--- src/ctc_pkg.sv ---
// ----------------------------------------------------------------------------
// ctc_pkg
// Shared constants, tables and helper functions of the capacitor time-constant check.
// ----------------------------------------------------------------------------
package ctc_pkg;

    localparam int NPTS = 10;

    // Expected fraction of the voltage swing at each time point, Q16.
    function automatic logic signed [31:0] charge_frac(input logic [3:0] j);
        logic signed [31:0] r;
        begin
            r = 32'sd0;
            unique case (j)
                4'd0: r = 32'sd11796;
                4'd1: r = 32'sd21626;
                4'd2: r = 32'sd29491;
                4'd3: r = 32'sd36044;
                4'd4: r = 32'sd41287;
                4'd5: r = 32'sd48234;
                4'd6: r = 32'sd53084;
                4'd7: r = 32'sd56688;
                4'd8: r = 32'sd60162;
                4'd9: r = 32'sd62259;
                default: r = 32'sd0;
            endcase
            return r;
        end
    endfunction

    function automatic logic signed [31:0] discharge_frac(input logic [3:0] j);
        logic signed [31:0] r;
        begin
            r = 32'sd0;
            unique case (j)
                4'd0: r = 32'sd53739;
                4'd1: r = 32'sd43909;
                4'd2: r = 32'sd36044;
                4'd3: r = 32'sd29491;
                4'd4: r = 32'sd24248;
                4'd5: r = 32'sd17301;
                4'd6: r = 32'sd12451;
                4'd7: r = 32'sd8847;
                4'd8: r = 32'sd5373;
                4'd9: r = 32'sd3276;
                default: r = 32'sd0;
            endcase
            return r;
        end
    endfunction

    // Multiples of RC at which samples are taken, Q24.
    function automatic logic [25:0] time_mult(input logic [3:0] j);
        logic [25:0] r;
        begin
            r = 26'd0;
            unique case (j)
                4'd0: r = 26'd3355443;
                4'd1: r = 26'd6710886;
                4'd2: r = 26'd10066329;
                4'd3: r = 26'd13421772;
                4'd4: r = 26'd16777216;
                4'd5: r = 26'd22313697;
                4'd6: r = 26'd27850178;
                4'd7: r = 26'd33554432;
                4'd8: r = 26'd41943040;
                4'd9: r = 26'd50331648;
                default: r = 26'd0;
            endcase
            return r;
        end
    endfunction

    // Saturate a wide signed value to 32 bits.
    function automatic logic signed [31:0] sat32(input logic signed [65:0] v);
        logic signed [31:0] r;
        begin
            if (v > 66'sd2147483647)
                r = 32'sh7fffffff;
            else if (v < -66'sd2147483648)
                r = 32'sh80000000;
            else
                r = v[31:0];
            return r;
        end
    endfunction

endpackage

--- src/ctc_mul.sv ---
// ----------------------------------------------------------------------------
// ctc_mul
// Registered 32x32 signed multiplier with arithmetic shift and saturation.
// ----------------------------------------------------------------------------
module ctc_mul
(
    input  logic               clk,
    input  logic signed [31:0] a,
    input  logic signed [31:0] b,
    input  logic               q24,
    output logic signed [31:0] p
);
    import ctc_pkg::*;

    logic signed [63:0] prod_reg;
    logic               q24_reg;

    always_ff @(posedge clk)
    begin
        prod_reg <= a * b;
        q24_reg  <= q24;
    end

    // Floor shift then clamp to 32 bits.
    always_comb
    begin
        if (q24_reg)
            p = sat32(66'(prod_reg >>> 24));
        else
            p = sat32(66'(prod_reg >>> 16));
    end
endmodule

--- config.mk ---
export PLATFORM = sky130hd
export DESIGN_NAME = ctc_mul
export DESIGN_NICKNAME = d
export VERILOG_FILES = /design/src/ctc_pkg.sv /design/src/ctc_mul.sv
export SDC_FILE = /design/constraint.sdc
export NUM_CORES = 2
export LEC_CHECK = 0
export ABC_AREA = 0
export BUFFER_PORTS_ARGS = -buffer_cell sky130_fd_sc_hd__buf_2
export CORE_UTILIZATION = 34
export DETAILED_ROUTE_END_ITERATION = 16
export GPL_ROUTABILITY_DRIVEN = 0
export GPL_TIMING_DRIVEN = 0
export SLEW_MARGIN = 20
export SYNTH_ARGS = -nofsm -noshare
export SYNTH_HDL_FRONTEND = slang
export SYNTH_SLANG_ARGS = --single-unit
--- constraint.sdc ---
create_clock -name clk -period 9.1 [get_ports clk]
set_input_delay 1.82 -clock clk [delete_from_list [all_inputs] [get_ports clk]]
set_output_delay 1.82 -clock clk [all_outputs]
set_load 0.005 [all_outputs]
Yosys cells after proc, flatten, opt, wreduce, memory -nomap -nowiden

Cells that the tools add are included.

Register bits: 65
Bits in latches: 0
Bits in writable memories: 0
Memory bits (read-only): 0
Input bits: 66
Output and inout port bits: 32
Word-level logic and storage cells: 12
Memories kept: 0

$add $sub $neg: 0
$mul: 1
Divide/modulo/power cells: 0
Magnitude comparators: 4
Equality and inequality tests: 0
Shift-type cells: 0
Muxes and demuxes: 5
Bitwise logic cells: 0
Reduce and logical (&&, ||, !) cells: 0

Operators with widths:

| kind                                                             | count |
|---|---|
| 2-to-1 mux 32 bit                                                | 5 |
| multiplier 32 x 32 -> 64 bit                                     | 1 |
| greater-than comparator 48 x 32 -> 1 bit (second input constant) | 1 |
| < comparator 48 x 32 -> 1 bit (second input constant)            | 1 |
| greater-than comparator 40 x 32 -> 1 bit (second input constant) | 1 |
| < comparator 40 x 32 -> 1 bit (second input constant)            | 1 |

Longest topological paths before layout

Depth in word-level cells: 4
Gate-level depth with buffers: 30
Gate-level depth less buffers: 28

Worst setup path after synthesis

Ideal clock, no wire load.

Path type: input to register
Start: in a[31]
End: reg prod_reg[61]
Library setup time: 0.123 ns
Arrival: 9.382 ns
Path slack: -0.405 ns
Stages: 26
Cells stage by stage: clkbuf_1 > nand2_1 > inv_1 > fa_1 > inv_1 > fa_1 > fa_1 > inv_1 > fa_1 > inv_1 > fa_1 > fa_1 > fa_1 > fa_1 > inv_1 > ha_1 > clkbuf_1 > a21oi_1 > o21ai_0 > a221o_1 > o22a_1 > nor3_2 > o211ai_1 > a311oi_2 > o21ai_1 > xor2_1

Longest elaborated chain between the ends: 1

Ends and longest elaborated chain:

| item                         | line          | text |
|---|---|---|
| from (decl)                  | ctc_mul.sv:8  | `input logic signed [31:0] a,` |
| multiplier 32 x 32 -> 64 bit | ctc_mul.sv:20 | `prod_reg <= a * b;` |
| to (signal assigned)         | ctc_mul.sv:20 |  |
| to (decl)                    | ctc_mul.sv:15 | `logic signed [63:0] prod_reg;` |

No other way between the ends.

Final worst setup path

Start: in b[1]
End: reg prod_reg[59]

Longest elaborated chain between the ends: 1

Ends and longest elaborated chain:

| item                         | line          | text |
|---|---|---|
| from (decl)                  | ctc_mul.sv:9  | `input logic signed [31:0] b,` |
| multiplier 32 x 32 -> 64 bit | ctc_mul.sv:20 |  |

No other way between the ends.

==> results.cfg <==
[floorplan]
io_pins = 98
die-area_um2 = 110000
die_w_um = 332
start_util_pct = 34.4
rows = 120
placeableCoreArea_um2 = 108000
die-height_um = 332

[synthesis]
synth_top_area_share_pct = 58.4
syn_avg_cell_area_um2 = 9.39
async_flop_share_pct = 0
yosysSeqAreaShare_pct = 2.65
synth_edf_count = 0
synth-seq-cells = 49
synth_fp_nets = 5277
netlist_area_um2 = 37100
ys.flop_type = dfxtp_1
synth_cell_types = 62
syn-instance-count = 3950
synth_area_leaders = fa_1 (58%), inv_1 (10%), and2_1 (8.5%)
synth_warnings = 0
yosysTopAreaCell = fa_1

[timing]
worstMarginPinSlew_ns = 1.01
setup_violations = 0
post-route-period-util_pct = 99.0
min_period_ns = 9.01
max_freq_mhz = 111
slew_headroom_pct = 32.3
drv_slew = 0
rsz0062_at_grt = yes
hold_viol = 0

[placed_design]
io_buffers = 97
dpl.hpwl_mm = 110
placed_area_um2 = 39300
dp.cells = 5450

[route]
vias = 28100
wl_met3_mm = 13.7
wl_met1_mm = 46.9
postRouteWirelength_mm = 126
topRoutingLayerUsed = met5
ant_nets = 0
drt-initial-drc-count = 2571
drc = 0
vias_per_cell = 5.11
wl_per_cell_um = 22.9
first_pass_iters = 6
dr_wl_met2_mm = 58.0

[min_path]
hp-class = primary input to flip-flop
min_to = q24_reg
whs_path_depth = 1
worstHoldStart = q24

[cts]
cts_buffers = 5
clkSinkCount = 49
cts_tree = yes
clkTransAtPathRegs_ns = 0.07
cts_max_level = 2
root_buffer = clkbuf_16
clockBufferDepth = 2

[run_status]
status = finished, final reports clean

[setup_path]
worstSetupEndpointType = flip-flop
crit_fanout = 10
path_class = primary input to flip-flop
critical_path_required_ns = 9.29
crit_path_start_kind = primary input
critPathArrivalTime_ns = 9.20

[layout]
area_growth_pct = 11.6
drive_above_1_share_pct = 10.6
fill_cells = 10900
layout.nets = 5421
largest_register_ff_count = 48
stdcell_area_um2 = 41400
fin_cells = 5510

[global_routing]
grt_pass1_vias = 30500
grt_pass1_wl_mm = 193
grtUsageTotal_pct = 23.8
antenna_found_initial = 27
grt_max_degree = 19
grt.overflow.total = 0

[job]
cap_violations = 0
## layout make-up
type	count	area (um2)	share of cell area (%)
clock buffer	5	125	0.302
inverter	988	3710	8.97
buffer	207	1820	4.40
multi-input combinational	2699	32000	77.3
sequential	49	981	2.37
clock inverter	3	26.3	0.0635
timing repair buffer	144	938	2.27
tap	1403	1760	4.24
antenna	12	30.0	0.0726
## cells by family after synthesis
group	after synthesis	share of synthesized area, %
DFF	49	2.65
xor gates and xnor gates	59	1.39
buffers and inverters	1202	12.2
AOI/OAI and AO/OA	204	3.48
adders and majority gates	1261	64.4
and+or+nand+nor	1174	15.8
muxes	1	0.0304
## metrics by stage
stage          worst slack (ns)  setup TNS (ns)  util (%)  hold WS, ns
6_report                 0.0875               0      38.4         1.63
5_1_grt                 -0.0869          -0.280      38.4         1.62
4_1_cts                0.000836               0      37.7         1.63
3_5_place_dp              -2.04          -45.47      36.5         1.96
3_3_place_gp              -2.03          -45.23      36.5         1.96
2_1_floorplan          0.000279               0         -         1.85
## per-layer routing
metal  up-vias  track usage [%]
li1      11600                -
met1     14700             30.6
met2      1572             38.3
met3       319             4.68
met4         2             11.4
met5         -                0
## cells in the mapped netlist (13+ instances only)
| cell type | instances |
|---|---|
| fa_1 | 1081 |
| inv_1 | 988 |
| nand2_1 | 550 |
| and2_1 | 501 |
| clkbuf_1 | 213 |
| ha_1 | 180 |
| a21oi_1 | 105 |
| dfxtp_1 | 49 |
| nor2_1 | 43 |
| xnor2_1 | 41 |
| o21ai_0 | 24 |
| a21o_1 | 19 |
| xor2_1 | 18 |
| nand2b_1 | 17 |
| nand4_1 | 13 |
## layout by cell type, fill, tap and decap left out, types with 4 or more instances in the layout
cell type / n
and2_1: 498
clkbuf_16: 17
fa_2: 21
nand3_1: 8
xor2_1: 18
clkbuf_8: 8
a211o_1: 4
clkbuf_2: 43
buf_4: 76
ha_4: 9
buf_12: 7
nand4_1: 13
ha_1: 160
nor2_2: 4
inv_1: 983
buf_6: 31
o21bai_1: 7
nor2_1: 39
nand2b_1: 17
a21oi_2: 12
xnor2_1: 41
o21ai_0: 17
o211ai_1: 6
diode_2: 12
fa_1: 1060
buf_2: 100
inv_2: 5
buf_8: 12
clkbuf_4: 43
o21ai_2: 5
a21o_1: 19
nand2_1: 544
nand2_2: 4
a21oi_1: 92
dfxtp_1: 49
nor3_1: 10
clkbuf_1: 19
nor2b_1: 6
ha_2: 11
and3_1: 5
## worst max-delay path, cell delays in order
cell and delay [ns]:
buf_2 0.26, buf_4 0.30, and2_1 0.17, ha_1 0.29, fa_1 0.60, fa_2 0.55
buf_6 0.19, buf_4 0.13, fa_1 0.38, fa_1 0.51, fa_1 0.57, fa_1 0.44
fa_1 0.52, ha_2 0.31, nand4_1 0.11, buf_4 0.15, nor2_2 0.05, a221o_1 0.31
o22a_1 0.25, nor3_4 0.17, buf_12 0.15, o211ai_1 0.10, buf_4 0.17, a311oi_4 0.40
o21bai_1 0.12, xor2_1 0.16
## timing repair
item | in CTS | in global routing
hold buffers | 0 | 0
buffers inserted | 15 | 32
endpoints found under the setup margin | 41 | 23
pin swaps | 28 | 45
gates resized for setup | 347 | 312
## worst max-delay path by stage
stage	from	endpoint	slack, ns	depth (start not counted)
finish	b[1]	prod_reg[59]	0.09	26
CTS	a[28]	prod_reg[59]	0.0008	27
global placement	a[15]	prod_reg[61]	-2.03	24
global route	a[20]	prod_reg[59]	-0.09	27
floorplan	b[5]	prod_reg[61]	0.0003	26
detailed placement	a[15]	prod_reg[63]	-2.04	24
Power is left out: the tool's default activity adds up to more than one toggle a clock period on the data nets, which glitch-free logic cannot reach.
