`src/ctc_pkg.sv`:
```
// ----------------------------------------------------------------------------
// ctc_pkg
// Shared constants, tables and helper functions of the capacitor time-constant check.
// ----------------------------------------------------------------------------
package ctc_pkg;

    localparam int NPTS = 10;

    // Expected fraction of the voltage swing at each time point, Q16.
    function automatic logic signed [31:0] charge_frac(input logic [3:0] j);
        logic signed [31:0] r;
        begin
            r = 32'sd0;
            unique case (j)
                4'd0: r = 32'sd11796;
                4'd1: r = 32'sd21626;
                4'd2: r = 32'sd29491;
                4'd3: r = 32'sd36044;
                4'd4: r = 32'sd41287;
                4'd5: r = 32'sd48234;
                4'd6: r = 32'sd53084;
                4'd7: r = 32'sd56688;
                4'd8: r = 32'sd60162;
                4'd9: r = 32'sd62259;
                default: r = 32'sd0;
            endcase
            return r;
        end
    endfunction

    function automatic logic signed [31:0] discharge_frac(input logic [3:0] j);
        logic signed [31:0] r;
        begin
            r = 32'sd0;
            unique case (j)
                4'd0: r = 32'sd53739;
                4'd1: r = 32'sd43909;
                4'd2: r = 32'sd36044;
                4'd3: r = 32'sd29491;
                4'd4: r = 32'sd24248;
                4'd5: r = 32'sd17301;
                4'd6: r = 32'sd12451;
                4'd7: r = 32'sd8847;
                4'd8: r = 32'sd5373;
                4'd9: r = 32'sd3276;
                default: r = 32'sd0;
            endcase
            return r;
        end
    endfunction

    // Multiples of RC at which samples are taken, Q24.
    function automatic logic [25:0] time_mult(input logic [3:0] j);
        logic [25:0] r;
        begin
            r = 26'd0;
            unique case (j)
                4'd0: r = 26'd3355443;
                4'd1: r = 26'd6710886;
                4'd2: r = 26'd10066329;
                4'd3: r = 26'd13421772;
                4'd4: r = 26'd16777216;
                4'd5: r = 26'd22313697;
                4'd6: r = 26'd27850178;
                4'd7: r = 26'd33554432;
                4'd8: r = 26'd41943040;
                4'd9: r = 26'd50331648;
                default: r = 26'd0;
            endcase
            return r;
        end
    endfunction

    // Saturate a wide signed value to 32 bits.
    function automatic logic signed [31:0] sat32(input logic signed [65:0] v);
        logic signed [31:0] r;
        begin
            if (v > 66'sd2147483647)
                r = 32'sh7fffffff;
            else if (v < -66'sd2147483648)
                r = 32'sh80000000;
            else
                r = v[31:0];
            return r;
        end
    endfunction

endpackage

```
`src/ctc_div.sv`:
```
// ----------------------------------------------------------------------------
// ctc_div
// Iterative Q16 divider, one quotient bit per cycle, saturating result.
// ----------------------------------------------------------------------------
module ctc_div
(
    input  logic               clk,
    input  logic               rst_n,
    input  logic               start,
    input  logic signed [31:0] num,
    input  logic signed [31:0] den,
    output logic               done,
    output logic signed [31:0] quot
);
    import ctc_pkg::*;

    logic [5:0]  cnt_reg, cnt_next;
    logic        busy_reg, busy_next;
    logic        neg_reg, neg_next;
    logic        zero_reg, zero_next;
    logic        nsign_reg, nsign_next;
    logic [47:0] dvd_reg, dvd_next;
    logic [31:0] dvs_reg, dvs_next;
    logic [32:0] rem_reg, rem_next;
    logic [47:0] q_reg, q_next;
    logic        done_reg, done_next;
    logic [32:0] trial;
    logic signed [49:0] sq;

    // Restoring division over magnitudes of a*2^16 and b.
    always_comb
    begin
        cnt_next   = cnt_reg;
        busy_next  = busy_reg;
        neg_next   = neg_reg;
        zero_next  = zero_reg;
        nsign_next = nsign_reg;
        dvd_next   = dvd_reg;
        dvs_next   = dvs_reg;
        rem_next   = rem_reg;
        q_next     = q_reg;
        done_next  = 1'b0;
        trial      = {rem_reg[31:0], dvd_reg[47]} - {1'b0, dvs_reg};
        if (start)
        begin
            busy_next  = 1'b1;
            cnt_next   = 6'd48;
            neg_next   = num[31] ^ den[31];
            zero_next  = (den == 32'sd0);
            nsign_next = num[31];
            dvd_next   = {(num[31] ? 32'(-num) : 32'(num)), 16'd0};
            dvs_next   = den[31] ? 32'(-den) : 32'(den);
            rem_next   = 33'd0;
            q_next     = 48'd0;
        end
        else if (busy_reg)
        begin
            if (!trial[32])
            begin
                rem_next = trial;
                q_next   = {q_reg[46:0], 1'b1};
            end
            else
            begin
                rem_next = {rem_reg[31:0], dvd_reg[47]};
                q_next   = {q_reg[46:0], 1'b0};
            end
            dvd_next = {dvd_reg[46:0], 1'b0};
            cnt_next = cnt_reg - 6'd1;
            if (cnt_reg == 6'd1)
            begin
                busy_next = 1'b0;
                done_next = 1'b1;
            end
        end
    end

    always_ff @(posedge clk or negedge rst_n)
    begin
        if (!rst_n)
        begin
            busy_reg <= 1'b0;
            done_reg <= 1'b0;
            cnt_reg  <= 6'd0;
        end
        else
        begin
            busy_reg <= busy_next;
            done_reg <= done_next;
            cnt_reg  <= cnt_next;
        end
    end

    always_ff @(posedge clk)
    begin
        neg_reg   <= neg_next;
        zero_reg  <= zero_next;
        nsign_reg <= nsign_next;
        dvd_reg   <= dvd_next;
        dvs_reg   <= dvs_next;
        rem_reg   <= rem_next;
        q_reg     <= q_next;
    end

    // Apply sign and saturate; zero divisor gives the signed extreme.
    assign sq   = neg_reg ? -$signed({2'b00, q_reg}) : $signed({2'b00, q_reg});
    assign done = done_reg;
    always_comb
    begin
        if (zero_reg)
            quot = nsign_reg ? 32'sh80000000 : 32'sh7fffffff;
        else
            quot = sat32(66'(sq));
    end
endmodule

```
`config.mk`:
```
export PLATFORM = sky130hd
export DESIGN_NAME = ctc_div
export DESIGN_NICKNAME = d
export VERILOG_FILES = /design/src/ctc_pkg.sv /design/src/ctc_div.sv
export SDC_FILE = /design/constraint.sdc
export NUM_CORES = 1
export LEC_CHECK = 0
export BUFFER_PORTS_ARGS = -buffer_cell sky130_fd_sc_hd__clkbuf_2
export CAP_MARGIN = 5
export CORE_ASPECT_RATIO = 1.25
export CORE_MARGIN = 2
export CORE_UTILIZATION = 25
export CTS_BUF_LIST = sky130_fd_sc_hd__clkbuf_8
export DETAILED_ROUTE_END_ITERATION = 7
export SYNTH_ARGS = -nofsm -noshare
export SYNTH_HDL_FRONTEND = slang
export SYNTH_SLANG_ARGS = --single-unit
export TNS_END_PERCENT = 50
```
`constraint.sdc`:
```
create_clock -name clk -period 6.05 [get_ports clk]
set_input_delay 0.605 -clock clk [delete_from_list [all_inputs] [get_ports clk]]
set_output_delay 0.605 -clock clk [all_outputs]
set_load 0.05 [all_outputs]
```
# After elaboration in Yosys (flattened, before gate mapping)
# Index checks and enable logic that the tools add are counted.
# totals
elab_cells	41
regBits	155
output_inout_bits	33
# op_classes
reduce_logical	2
n_lt_le_gt_ge	2
muxes	19
bitwise_logic	1
addsub	5
eq_ne	1
# ops
operator	n
32-bit two-way mux	6
48-bit two-way mux	2
32-bit negator	2
50-bit by 32-bit greater-than comparator with 1-bit output, second input constant	1
50-bit by 32-bit < comparator with 1-bit output, second input constant	1
50-bit two-way mux	1
48-bit negator with 50-bit output	1
33-bit by 32-bit subtractor with 33-bit output	1
32-bit zero test	1
31-bit two-way mux	1
6-bit two-way mux	2
1-bit two-way mux	7
6-bit by 1-bit equality test with 1-bit output, second input constant	1
6-bit by 1-bit subtractor with 6-bit output, second input constant	1
2-bit nonzero test	1
1-bit XOR	1

# Logic depth before layout (Yosys ltp)
# logic_depth
depth_word	6
mapped_depth	15

# Worst setup path after synthesis
# OpenSTA, ideal clock, no wires.
# synth_path
path_kind	reg-to-output
from	reg q_reg[34]
to	out quot[1]
arrival_ns	3.973
path_slack_ns	1.472
path_stages_with_launch	12
n_path_buf	3
cell_sequence	dfxtp_1 > clkbuf_1 > or4_1 > or4_4 > buf_6 > nor3_4 > nand3_2 > o21ai_0 > o21ai_0 > a31o_2 > buf_4 > o21ai_1
# synth_via
elab_chain_len	6
# synth_lines
item	line	source
start, declared	ctc_div.sv:25	logic [47:0] q_reg, q_next;
start signal, assigned	ctc_div.sv:102	q_reg <= q_next;
48-bit negator with 50-bit output	ctc_div.sv:106	assign sq = neg_reg ? -$signed({2'b00, q_reg}) : $signed({2'b00, q_reg});
50-bit two-way mux (*)	ctc_div.sv:106	
50-bit by 32-bit < comparator with 1-bit output	ctc_pkg.sv:80	else if (v < -66'sd2147483648)
32-bit two-way mux	ctc_pkg.sv:80	
32-bit two-way mux (*)	ctc_pkg.sv:78	if (v > 66'sd2147483647)
32-bit two-way mux (*)	ctc_div.sv:110	if (zero_reg)
end, declared	ctc_div.sv:13	output logic signed [31:0] quot
# Mark *: on every way between the ends. The rest lies on a longest branch, timed or not.

# Final worst setup path
# layout_path
from	reg q_reg[13]
to	out quot[1]
# The elaborated chain is that of the path after synthesis.

==> metrics <==
status=finished, final reports clean; number of global-route vias before repair=8290; class of the worst hold path=in2reg; Cells after DPL=1784; HPWL Detailed=18100 um; H-tree levels=4; WP data arrival=5.09 ns; met3 GRT Util=2.57%; Pwr Density=339 nW/um^2; Synth top area share=19.1%; final net count=1350; CTS sink cnt=155; Avg Cell Area, Syn=8.81 um^2; CP Class=reg2out; worst skew pair latency=0.51 ns; FMAX=176 MHz; Worst slew margin=29.5%; routed len/inst=13.8 um; RSZ-0062 raised after global routing=no; first-pass GRT wire length=41200 um; Int Power=2.22 mW; # Max-Cap Violations=0; GRT met1 Usage=13.7%; EDFF count, synth=67; Final Setup Violations=0; P_leak=4.99 nW; Comb power frac=47.1%; max FFs per register=48; WHS=0.324 ns; Die Y=234 um; clock share of power=21.4%; Cell variety after synth=75; worst-margin pin slew=1.06 ns; die area=43900 um^2; Peak VDD IR=0.000348 V; syn_nets=1303; via count=8742; layout cells sized above 1=14.8%; total track usage=11.6%; CTS Buf Count=17; Worst Setup End Kind=output port; core area=41800 um^2; P&R area growth vs syn=12.9%; postcts setup bufs=0; total gr overflow=0; startpoint types=flip-flop; Rows=84; crit path setup slack, layout=0.359 ns; Mapped Area=10600 um^2; die width=188 um; Pre-antenna DRT Iters=5; I/O pin total=100; Port Buffers=99; post-CTS sizing=0; largest net degree at the start of global routing=111; ys flop type=dfxtp_1; vias per inst=4.81; NetSw=1.82 mW; fin crit period=5.69 ns; Seq cells post-synth=155; Final Wtd Congestion=0.847; sw frac=45.0%; DP Area=11500 um^2; Reg power frac=31.5%; gate count of the mapped netlist=1198; critical-path maximum fanout=17; Post-synth ARST share=5.16%; Hold Fails Final Rpt=0; Final Core Density=28.5%; post-route ant nets=0; Syn. warnings=0; WL final=25200 um; DRC violations left=0; final period utilization=94.1%; fin area=11900 um^2; Max Slew Vio Count=0; synth top area cells=edfxtp_1, dfxtp_1, mux2i_1, xor2_1, nor2_1; Root Driver=clkbuf_8; CTS clock-pin slew for the worst setup and hold paths=0.10 ns; total power draw=4.04 mW; Place WS=0.982 ns; setup tns final=0 ns; clock tree buffer depth=2; grt met2 use=19.8%; Worst Skew=0.0164 ns; GR peak layer=met2; hold_buf cts=1; final std cells w/o fill=1818; CP Data Required Time=5.44 ns; drt initial violations=583; register area share after synthesis=36.1%; area leader, netlist=edfxtp_1; initial antenna violation count=1; CTS tree=yes; Initial Util=25.2%
-- path summary, 6_finish.rpt --
| kind | start | end | slack [ns] | cells past startpoint |
|---|---|---|---|---|
| max | q_reg[13] | quot[1] | 0.36 | 11 |
| min | den[0] | dvs_reg[0] | 0.32 | 1 |
| max reg2reg | dvd_reg[47] | rem_reg[16] | 1.99 | 13 |
| min reg2reg | rem_reg[15] | rem_reg[15] | 0.47 | 2 |
| max in group asynchronous | rst_n | busy_reg | 5.34 | 2 |
| min in group asynchronous | rst_n | cnt_reg[2] | 0.50 | 2 |
-- cell type report --
class,instances,area (um^2)
flip-flops and latches,155,3820
diodes,1,2.50
clock buffers,17,234
fillers,4545,29900
well taps,559,699
multi-input cells,909,6210
repair buffers,107,564
inverters,55,206
clock inverters,15,186
-- cells by family (layout without fill, tap and decap cells) --
| kind of cell | count (synthesis) | count (layout) | synth area share, % |
|---|---|---|---|
| AOI/OAI and AO/OA | 297 | 297 | 19.1 |
| buffers and inverters | 134 | 194 | 5.18 |
| DFF | 155 | 155 | 36.1 |
| muxes | 76 | 76 | 7.23 |
| and+or+nand+nor | 369 | 369 | 17.1 |
| adders and majority gates | 38 | 38 | 4.57 |
| xor gates and xnor gates | 129 | 129 | 10.7 |
| other | 0 | 1 | 0 |
-- critical path, stage by stage, from the launching register on --
cell	delay [ns]
dfxtp_1	0.38
or4_1	0.59
or4_1	0.74
or2_1	0.52
o41a_1	0.39
nor4_1	0.26
o211ai_1	0.18
a221oi_2	0.28
a41oi_4	0.39
buf_4	0.37
o21ai_1	0.15
clkbuf_2	0.29
-- power groups by stage --
stage               clock (mW)  sequential (mW)  combinational, mW
global placement             0             1.29               1.88
detailed placement           0             1.30               1.91
finish                   0.863             1.27               1.90
global route             0.939             1.29               2.07
floorplan                    0             1.27               1.55
CTS                      0.901             1.27               1.92
-- layer usage --
layer,part of all wire (%),wire [um],up-vias
met5,0,0,-
met4,3.1,773,0
met3,3.6,917,49
met2,49,12300,167
met1,44,11200,4104
li1,-,-,4422
-- cells in the final DEF, fill, tap and decap left out, types with 4 or more instances in the layout --
master    instances
a211oi_1         26
a21o_1            7
a21oi_1          69
and2_1            6
and3_1            6
buf_4             7
clkbuf_2         98
clkbuf_8         17
dfrtp_1           7
dfxtp_1          80
edfxtp_1         67
ha_1             37
inv_1            55
mux2i_1          74
nand2_1          73
nand2b_1         11
nand3_1          18
nand4_1          10
nor2_1          145
nor2b_1           4
nor3_1           23
nor4_1            7
o211ai_1          7
o21a_1            7
o21ai_0          49
o21ai_1          15
o21ai_2          30
o31ai_1          30
o41ai_1          17
or2_2             6
or3_1            16
or4_1            25
xnor2_1          51
xor2_1           78
-- cells in the mapped netlist, types with 3 or more instances --
cell / number
o41ai_1: 17
o31ai_1: 30
o22ai_1: 3
nand2b_1: 11
nand3_1: 19
dfrtp_1: 8
o211ai_1: 7
o21ai_1: 15
o21ai_2: 30
inv_1: 55
o31a_1: 3
o21ai_0: 49
dfxtp_1: 80
buf_6: 4
edfxtp_1: 67
a21oi_1: 69
nand2_1: 73
mux2i_1: 74
or2_2: 6
or4_1: 25
nor2b_1: 4
clkbuf_1: 61
and2_1: 6
nor2_1: 145
xor2_1: 78
buf_1: 9
and3_1: 6
buf_4: 3
a211oi_1: 26
nor3_1: 23
ha_1: 37
o2111ai_1: 3
a31oi_1: 3
nand4_1: 10
or3_1: 16
a21o_1: 7
o21a_1: 7
xnor2_1: 51
a311oi_1: 3
nand4b_1: 3
nor4_1: 7
Power figures use the tool's default switching activity.
